===== config.mk =====
export PLATFORM = sky130hd
export DESIGN_NAME = tce_front
export DESIGN_NICKNAME = d
export VERILOG_FILES = /design/src/rtl/core/tce_pkg.sv /design/src/rtl/core/tce_front.sv
export SDC_FILE = /design/constraint.sdc
export NUM_CORES = 1
export LEC_CHECK = 0
export BUFFER_PORTS_ARGS = -buffer_cell sky130_fd_sc_hd__buf_2
export CORE_UTILIZATION = 35
export DETAILED_ROUTE_END_ITERATION = 8
export GPL_ROUTABILITY_DRIVEN = 1
export PLACE_DENSITY = 0.68
export REMOVE_ABC_BUFFERS = 1
export SYNTH_ARGS = -nofsm -noshare
export SYNTH_HDL_FRONTEND = slang
export SYNTH_SLANG_ARGS = --single-unit

===== constraint.sdc =====
create_clock -name clk_i -period 2.25 [get_ports clk_i]
set_input_delay 0.1125 -clock clk_i [delete_from_list [all_inputs] [get_ports clk_i]]
set_output_delay 0.1125 -clock clk_i [all_outputs]
set_load 0.03 [all_outputs]

===== src/rtl/core/tce_pkg.sv =====
// Shared types, constants and codes of the text console engine.
package tce_pkg;

  // Screen geometry.
  localparam int SCREEN_WIDTH  = 80;
  localparam int SCREEN_HEIGHT = 25;
  localparam int CELLS         = SCREEN_WIDTH * SCREEN_HEIGHT;

  // Field and storage widths.
  localparam int ROW_W   = 5;
  localparam int COL_W   = 7;
  localparam int HW_W    = 12;
  localparam int ADDR_W  = $clog2(CELLS);
  localparam int CNT_W   = $clog2(CELLS + 1);
  localparam int RAM_W   = 16;

  // Command queue between the front and the back.
  localparam int QUEUE_DEPTH = 2;
  localparam int QPTR_W      = (QUEUE_DEPTH > 1) ? $clog2(QUEUE_DEPTH) : 1;
  localparam int QCNT_W      = $clog2(QUEUE_DEPTH + 1);

  // Character and attribute constants.
  localparam logic [7:0] BLANK_CHAR  = 8'h20;
  localparam logic [7:0] BLANK_COLOR = 8'h07;
  localparam logic [7:0] CH_NL       = 8'h0A;
  localparam logic [7:0] CH_CR       = 8'h0D;
  localparam logic [7:0] CH_BS       = 8'h08;

  // Register map of the configuration port.
  localparam int          APB_AW          = 3;
  localparam logic [2:0]  REG_TEXT_COLOR  = 3'd0;
  // Register index as decoded from the word address bits of paddr.
  localparam logic [APB_AW-3:0] REG_IDX_TEXT_COLOR = '0;
  localparam logic [7:0]  TEXT_COLOR_RST  = 8'h07;

  // Command codes on the input port.
  localparam logic [2:0] ACT_PUT     = 3'd0;
  localparam logic [2:0] ACT_DRAW    = 3'd1;
  localparam logic [2:0] ACT_SETCUR  = 3'd2;
  localparam logic [2:0] ACT_READ    = 3'd3;
  localparam logic [2:0] ACT_HIDE    = 3'd4;
  localparam logic [2:0] ACT_SHOW    = 3'd5;
  localparam logic [2:0] ACT_CLEAR   = 3'd6;

  // Classified operations handed from the front to the back.
  typedef enum logic [3:0] {
    OP_NEWLINE,
    OP_CR,
    OP_BS,
    OP_PRINT,
    OP_DRAW,
    OP_SETCUR,
    OP_READ,
    OP_HIDE,
    OP_SHOW,
    OP_CLEAR,
    OP_OOB,
    OP_NOP
  } op_e;

  typedef enum logic [2:0] {
    ST_IDLE,
    ST_EXEC,
    ST_READ,
    ST_SCROLL,
    ST_BLANK,
    ST_WIPE,
    ST_FIN
  } back_state_e;

  typedef struct packed {
    logic [2:0]       action;
    logic [7:0]       byte_value;
    logic [ROW_W-1:0] target_row;
    logic [COL_W-1:0] target_col;
    logic [7:0]       cell_color;
  } cmd_t;

  typedef struct packed {
    logic             status;
    logic [7:0]       read_char;
    logic [7:0]       echo_byte;
    logic [ROW_W-1:0] cursor_row;
    logic [COL_W-1:0] cursor_col;
    logic             cursor_hidden;
    logic [HW_W-1:0]  hw_cursor;
  } result_t;

  typedef struct packed {
    op_e              op;
    logic [7:0]       byte_value;
    logic [ROW_W-1:0] target_row;
    logic [COL_W-1:0] target_col;
    logic [7:0]       cell_color;
  } q_entry_t;

endpackage


===== src/rtl/core/tce_front.sv =====
// Command front end: accepts commands, classifies them and queues them for the back end.
module tce_front (
  input  logic              clk_i,
  input  logic              rst_ni,
  input  logic              start,
  output logic              busy,
  input  tce_pkg::cmd_t     cmd_i,
  input  logic              hold_i,
  input  logic              pop_i,
  output logic              q_valid_o,
  output tce_pkg::q_entry_t q_entry_o
);

  localparam int RW = tce_pkg::ROW_W;
  localparam int CW = tce_pkg::COL_W;
  localparam int PW = tce_pkg::QPTR_W;
  localparam int NW = tce_pkg::QCNT_W;
  localparam logic [RW:0] HLIM = (RW + 1)'(tce_pkg::SCREEN_HEIGHT);
  localparam logic [CW:0] WLIM = (CW + 1)'(tce_pkg::SCREEN_WIDTH);
  localparam logic [NW-1:0] QFULL = NW'(tce_pkg::QUEUE_DEPTH);
  localparam logic [PW-1:0] QLAST = PW'(tce_pkg::QUEUE_DEPTH - 1);

  tce_pkg::q_entry_t fifo_q [tce_pkg::QUEUE_DEPTH];
  logic [PW-1:0]     wr_ptr_q, wr_ptr_d;
  logic [PW-1:0]     rd_ptr_q, rd_ptr_d;
  logic [NW-1:0]     count_q, count_d;
  logic              full;
  logic              push;
  logic              pop;
  logic              target_ok;
  tce_pkg::op_e      op;
  tce_pkg::q_entry_t entry;

  assign full      = (count_q == QFULL);
  assign busy      = full | hold_i;
  assign push      = start & ~busy;
  assign q_valid_o = (count_q != '0);
  assign pop       = pop_i & q_valid_o;
  assign q_entry_o = fifo_q[rd_ptr_q];

  assign target_ok = ({1'b0, cmd_i.target_row} < HLIM) && ({1'b0, cmd_i.target_col} < WLIM);

  always_comb begin
    unique case (cmd_i.action)
      tce_pkg::ACT_PUT: begin
        if (cmd_i.byte_value == tce_pkg::CH_NL) begin
          op = tce_pkg::OP_NEWLINE;
        end else if (cmd_i.byte_value == tce_pkg::CH_CR) begin
          op = tce_pkg::OP_CR;
        end else if (cmd_i.byte_value == tce_pkg::CH_BS) begin
          op = tce_pkg::OP_BS;
        end else begin
          op = tce_pkg::OP_PRINT;
        end
      end
      tce_pkg::ACT_DRAW:   op = target_ok ? tce_pkg::OP_DRAW : tce_pkg::OP_OOB;
      tce_pkg::ACT_SETCUR: op = target_ok ? tce_pkg::OP_SETCUR : tce_pkg::OP_OOB;
      tce_pkg::ACT_READ:   op = target_ok ? tce_pkg::OP_READ : tce_pkg::OP_OOB;
      tce_pkg::ACT_HIDE:   op = tce_pkg::OP_HIDE;
      tce_pkg::ACT_SHOW:   op = tce_pkg::OP_SHOW;
      tce_pkg::ACT_CLEAR:  op = tce_pkg::OP_CLEAR;
      default:             op = tce_pkg::OP_NOP;
    endcase
  end

  always_comb begin
    entry.op         = op;
    entry.byte_value = cmd_i.byte_value;
    entry.target_row = cmd_i.target_row;
    entry.target_col = cmd_i.target_col;
    entry.cell_color = cmd_i.cell_color;
  end

  always_comb begin
    wr_ptr_d = wr_ptr_q;
    rd_ptr_d = rd_ptr_q;
    count_d  = count_q;
    if (push) begin
      wr_ptr_d = (wr_ptr_q == QLAST) ? '0 : wr_ptr_q + PW'(1);
    end
    if (pop) begin
      rd_ptr_d = (rd_ptr_q == QLAST) ? '0 : rd_ptr_q + PW'(1);
    end
    if (push && !pop) begin
      count_d = count_q + NW'(1);
    end else if (pop && !push) begin
      count_d = count_q - NW'(1);
    end
  end

  always_ff @(posedge clk_i or negedge rst_ni) begin
    if (!rst_ni) begin
      wr_ptr_q <= '0;
      rd_ptr_q <= '0;
      count_q  <= '0;
    end else begin
      wr_ptr_q <= wr_ptr_d;
      rd_ptr_q <= rd_ptr_d;
      count_q  <= count_d;
    end
  end

  always_ff @(posedge clk_i) begin
    if (push) begin
      fifo_q[wr_ptr_q] <= entry;
    end
  end

  // The queue never holds more words than it has slots.
  a_count_range: assert property (@(posedge clk_i) disable iff (!rst_ni)
    count_q <= QFULL)
    else $error("command queue count out of range");

  // A word taken into an empty queue must not be lost: the queue then offers it to the back end.
  a_empty_push: assert property (@(posedge clk_i) disable iff (!rst_ni)
    (push && count_q == '0) |=> q_valid_o)
    else $error("queued word lost");

endmodule


# Word-level counts from Yosys, hierarchy flattened
# Memories as Yosys holds them, arrays and structs flattened.
# Cells that the tools add are included.
# totals
regBits,4
mem_bits_rw,64
out_inout_bits,34
memories,1
# mem_list
name,words,word_bits,read_ports,rd_ports_with_merged_regs,wr,line_no,text
fifo_q,2,32,1,0,1,tce_front.sv:23,tce_pkg::q_entry_t fifo_q [tce_pkg::QUEUE_DEPTH];
# op_classes
n_addsub,4
magnitude_cmp,2
n_eq_ne,10
mux,13
bitwise,4
reduce_logical,8
# ops
cell,count
4-bit case mux with 7 select lines,1
"8-bit by 4-bit == test with 1-bit output, second input constant",3
4-bit 2-to-1 mux,4
"3-bit == test, second input constant",3
"7-bit less-than comparator, second input constant",1
"3-bit by 2-bit == test with 1-bit output, second input constant",2
2-bit 2-to-1 mux,3
"5-bit less-than comparator, second input constant",1
1-bit 2-to-1 mux,5
2-bit nonzero test,2
"3-bit by 1-bit == test with 1-bit output, second input constant",1
1-bit logical AND,3
3-bit zero test,1
"1-bit adder, second input constant",2
"2-bit by 1-bit adder with 2-bit output, second input constant",1
1-bit AND,2
"2-bit == test, second input constant",1
1-bit zero test,2
"2-bit by 1-bit subtractor with 2-bit output, second input constant",1
1-bit NOT,1
1-bit OR,1

# Logic depth before layout (Yosys ltp)
# depth
depth_word,8
mapped_depth,8
ltp_nobuf,8

# Worst setup path before layout
# No wires, ideal clock.
# synth_path
kind,register to register
from,reg count_q[0]
to,mem fifo_q[0][0] (netlist bit) (enable)
arrival_time_ps,2085
required_time_ps,1829
setup_slack_ps,-256
stages_incl_launch_ff,5
path_buffers,0
synth_period_minus_slack_ps,2506
cell_sequence,dfrtp_1 inv_1 a21oi_1 nand2_1 nor2_1
# synth_via
elab_chain_len,6
# synth_lines
item,line_no,text
start: declaration,tce_front.sv:26,"logic [NW-1:0] count_q, count_d;"
start signal: assignment,tce_front.sv:99,count_q <= count_d;
2-bit == test,tce_front.sv:34,assign full = (count_q == QFULL);
1-bit OR,tce_front.sv:35,assign busy = full | hold_i;
1-bit NOT,tce_front.sv:36,assign push = start & ~busy;
1-bit AND,tce_front.sv:36,
1-bit 2-to-1 mux,tce_front.sv:104,if (push) begin
1-bit 2-to-1 mux (not written as such),tce_front.sv:105,fifo_q[wr_ptr_q] <= entry;
end: declaration,tce_front.sv:23,
# Every way passes these cells.

# Worst setup path after layout
# layout_path
from,in cmd_i[16] (netlist bit)
to,mem fifo_q[0][28] (netlist bit) (data pin)
# layout_via
elab_chain_len,4
# layout_lines
item,line_no,text
start: declaration,tce_front.sv:7,"input tce_pkg::cmd_t cmd_i,"
5-bit less-than comparator,tce_front.sv:41,"assign target_ok = ({1'b0, cmd_i.target_row} < HLIM) && ({1'b0, cmd_i.target_col} < WLIM);"
1-bit logical AND,tce_front.sv:41,
4-bit 2-to-1 mux,tce_front.sv:57,tce_pkg::ACT_SETCUR: op = target_ok ? tce_pkg::OP_SETCUR : tce_pkg::OP_OOB;
4-bit case mux with 7 select lines,tce_front.sv:44,unique case (cmd_i.action)
net op[0],tce_front.sv:31,tce_pkg::op_e op;
# The timed path passes the listed nets, and every way through them passes these cells.

==> results.sh <==
export IMPL_status="completed"
export IMPL_place_area_um2=3140
export IMPL_busiest_layer="met2"
export IMPL_synth_xor_xnor_area_share_pct=1.66
export IMPL_final_nets=288
export IMPL_crit_family="compound AO/OA/AOI/OAI gates"
export IMPL_crit_path_max_incr_delay_ns=0.56
export IMPL_synth_top_family_by_area="multiplexers"
export IMPL_syn_avg_cell_area_um2=18.7
export IMPL_h_tree_depth=3
export IMPL_grt_max_degree=23
export IMPL_port_buffers=69
export IMPL_yosys_register_bits=68
export IMPL_nFillCells=621
export IMPL_synth_fa_ha_area_share_pct=0.474
export IMPL_place_congestion=0.690
export IMPL_path_buf_inv=2
export IMPL_layout_common_cells="69 x buf_2, 64 x edfxtp_1, 33 x mux2_2"
export IMPL_cp_slowest_cell="o311ai_0"
export IMPL_critical_path_class="in -> reg"
export IMPL_total_power_uw=3880
export IMPL_clock_skew_ns=0.00626
export IMPL_die_w_um=88.8
export IMPL_vias=1613
export IMPL_die_h_um=88.8
export IMPL_drt_iter0_drc=41
export IMPL_grt_pass1_vias=1634
export IMPL_syn_area_um2=2640
export IMPL_power_per_cell_area_nw_per_um2=1090
export IMPL_clk_latency_ns=0.34
export IMPL_clkTransAtPathRegs_ns=0.07
export IMPL_die_area_um2=7890
export IMPL_routed_wl_um=5020
export IMPL_slew_viol_final=0
export IMPL_initial_utilization_pct=36.4
export IMPL_rsz0062_at_grt="false"
export IMPL_synth_simple_area_share_pct=3.27
export IMPL_use_met2_pct=23.0
export IMPL_yosysSeqAreaShare_pct=76.7
export IMPL_drc=0
export IMPL_use_met3_pct=4.01
export IMPL_core_area_um2=7250
export IMPL_cp_max_fo=3
export IMPL_critPathArrivalTime_ns=1.96
export IMPL_fmax_mhz=568
export IMPL_wire_per_inst_um=14.1
export IMPL_grt_pass1_wl_um=7480
export IMPL_setup_viol=0
export IMPL_fin_cells=355
export IMPL_startpoint_type="input pin"
export IMPL_drive_above_1_share_pct=48.8
export IMPL_clockBufferDepth=2
export IMPL_p_leak_uw=0.00137
export IMPL_antenna_found_initial=0
export IMPL_hold_path_class="in -> reg"
export IMPL_clockRootBuffer="clkbuf_8"
export IMPL_worst_pin_slew_ns=0.603
export IMPL_yosysWarnings=0
export IMPL_fin_area_um2=3570
export IMPL_vdd_drop_max_uv=325
export IMPL_period_needed_ns=1.76
export IMPL_postSynthCellCount=141
export IMPL_crit_required_ns=2.45
export IMPL_io_pins=70
export IMPL_overflow=0
export IMPL_place_hpwl_um=3260
export IMPL_hold_violations=0
export IMPL_period_share_pct=78.3
export IMPL_synth_compound_area_share_pct=2.56
export IMPL_muxShareOfSynthArea_pct=14.1
export IMPL_mostFrequentLayoutCell="buf_2"
export IMPL_dp_cells=311
export IMPL_ant_nets=0
export IMPL_cp_cell_sequence="dlygate4sd3_1 > buf_2 > o311ai_0 > nand2_1 > a221oi_2 > a21o_1"
export IMPL_clock_sinks=68
export IMPL_antenna_cells=0
export IMPL_critPathCaptureType="flip-flop"
export IMPL_slew_headroom_pct=59.3
export IMPL_met1_usage_pct=14.6
export IMPL_syn_to_final_growth_pct=35.5
export IMPL_cts_tree="yes"
export IMPL_maxCapViolCount=0
export IMPL_yosysUniqueCellTypes=25
export IMPL_firstDrtPassIters=4
export IMPL_vias_per_cell=4.54
export IMPL_num_rows=31
export IMPL_gr_usage_all_layers_pct=13.7
export IMPL_numCtsBuffers=9
[what timing repair did]
| item | CTS | global route |
|---|---|---|
| endpoints found under the setup margin | 0 | 0 |
| resized for setup | 0 | 0 |
| buffers inserted | 0 | 0 |
| endpoints found under the hold margin | 58 | 0 |
| hold buffers | 28 | 0 |
[state kept, by name, indices dropped and copies added (netlist names)]
register / flops
count_q: 2
rd_ptr_q: 1
wr_ptr_q: 1
fifo_q: 64
[layout make-up]
type,instances,area [um^2],share of cell area (%)
flip-flops and latches,68,2020,56.6
repair buffers,103,671,18.8
multi-input cells,65,589,16.5
clock buffers,13,139,3.89
well taps,99,124,3.47
clock inverters,3,15.0,0.420
inverters,4,15.0,0.420
[cell families (layout without fill, tap and decap cells)]
kind of cell    Yosys count  count (layout)
flops                    68              68
compound gates            9               9
xor+xnor                  5               5
fa+ha+maj                 1               1
simple gates             17              17
mux                      33              33
buf+inv                   8             123
[report_power, final]
group | internal (uW) | switching (uW)
clock network | 396 | 412
registers | 1590 | 59.3
logic | 543 | 886
total | 2530 | 1360
[worst reg2reg max path: stages (launching register included)]
cell and delay [ns]:
dfrtp_1 0.40, inv_1 0.06, a21oi_1 0.21, nand2_1 0.17, inv_1 0.09, ha_1 0.16
xor2_1 0.15, nor2_1 0.06, xor2_1 0.14
[Yosys cell counts]
cell type / number / share of area (%)
edfxtp_1: 64 / 73
mux2_2: 33 / 14
nand2_1: 5 / 0.71
nor2_1: 5 / 0.71
dfrtp_1: 4 / 3.8
inv_1: 4 / 0.57
buf_2: 3 / 0.57
xnor2_1: 3 / 1.0
a21oi_1: 2 / 0.38
nor3_1: 2 / 0.38
xor2_1: 2 / 0.66
a21o_1: 1 / 0.28
a21o_2: 1 / 0.33
a221oi_2: 1 / 0.57
a31oi_1: 1 / 0.24
and3_1: 1 / 0.24
clkbuf_1: 1 / 0.14
ha_1: 1 / 0.47
nand2b_1: 1 / 0.24
nor3_2: 1 / 0.38
o21ai_0: 1 / 0.19
o22ai_1: 1 / 0.24
o311ai_0: 1 / 0.33
or2_2: 1 / 0.24
or4b_1: 1 / 0.38
[path summary, 6_finish.rpt]
check                      startpoint       endpoint  slack (ns)  cells past startpoint
min in group asynchronous      rst_ni     count_q[1]        0.11                      2
setup / recovery            cmd_i[16]  fifo_q[0][28]        0.49                      6
hold reg to reg            count_q[1]     count_q[1]        0.49                      1
setup reg to reg           count_q[0]     count_q[1]        0.69                      8
hold / removal              cmd_i[22]  fifo_q[1][22]        0.02                      1
max in group asynchronous      rst_ni       wr_ptr_q        2.03                      2
[per-stage QoR]
step | setup TNS (ns) | hold slack (ns) | setup WS (ns) | util [%]
finish | 0 | 0.0213 | 0.489 | 49.3
global route | 0 | 0.00610 | 0.387 | 49.3
CTS | 0 | 0.00412 | 0.437 | 49.3
detailed placement | 0 | -0.0756 | 0.632 | 43.3
global placement | 0 | -0.0739 | 0.651 | 43.3
floorplan | -8.18 | -0.183 | -0.256 | -
[metal layers]
layer / up-vias / share of wire [%] / wire length [um]
li1: 763 / - / -
met1: 781 / 42 / 2120
met2: 59 / 49 / 2470
met3: 10 / 6.1 / 305
met4: 0 / 2.5 / 123
met5: - / 0 / 0
Note: power is estimated with default switching activity, not from simulation.
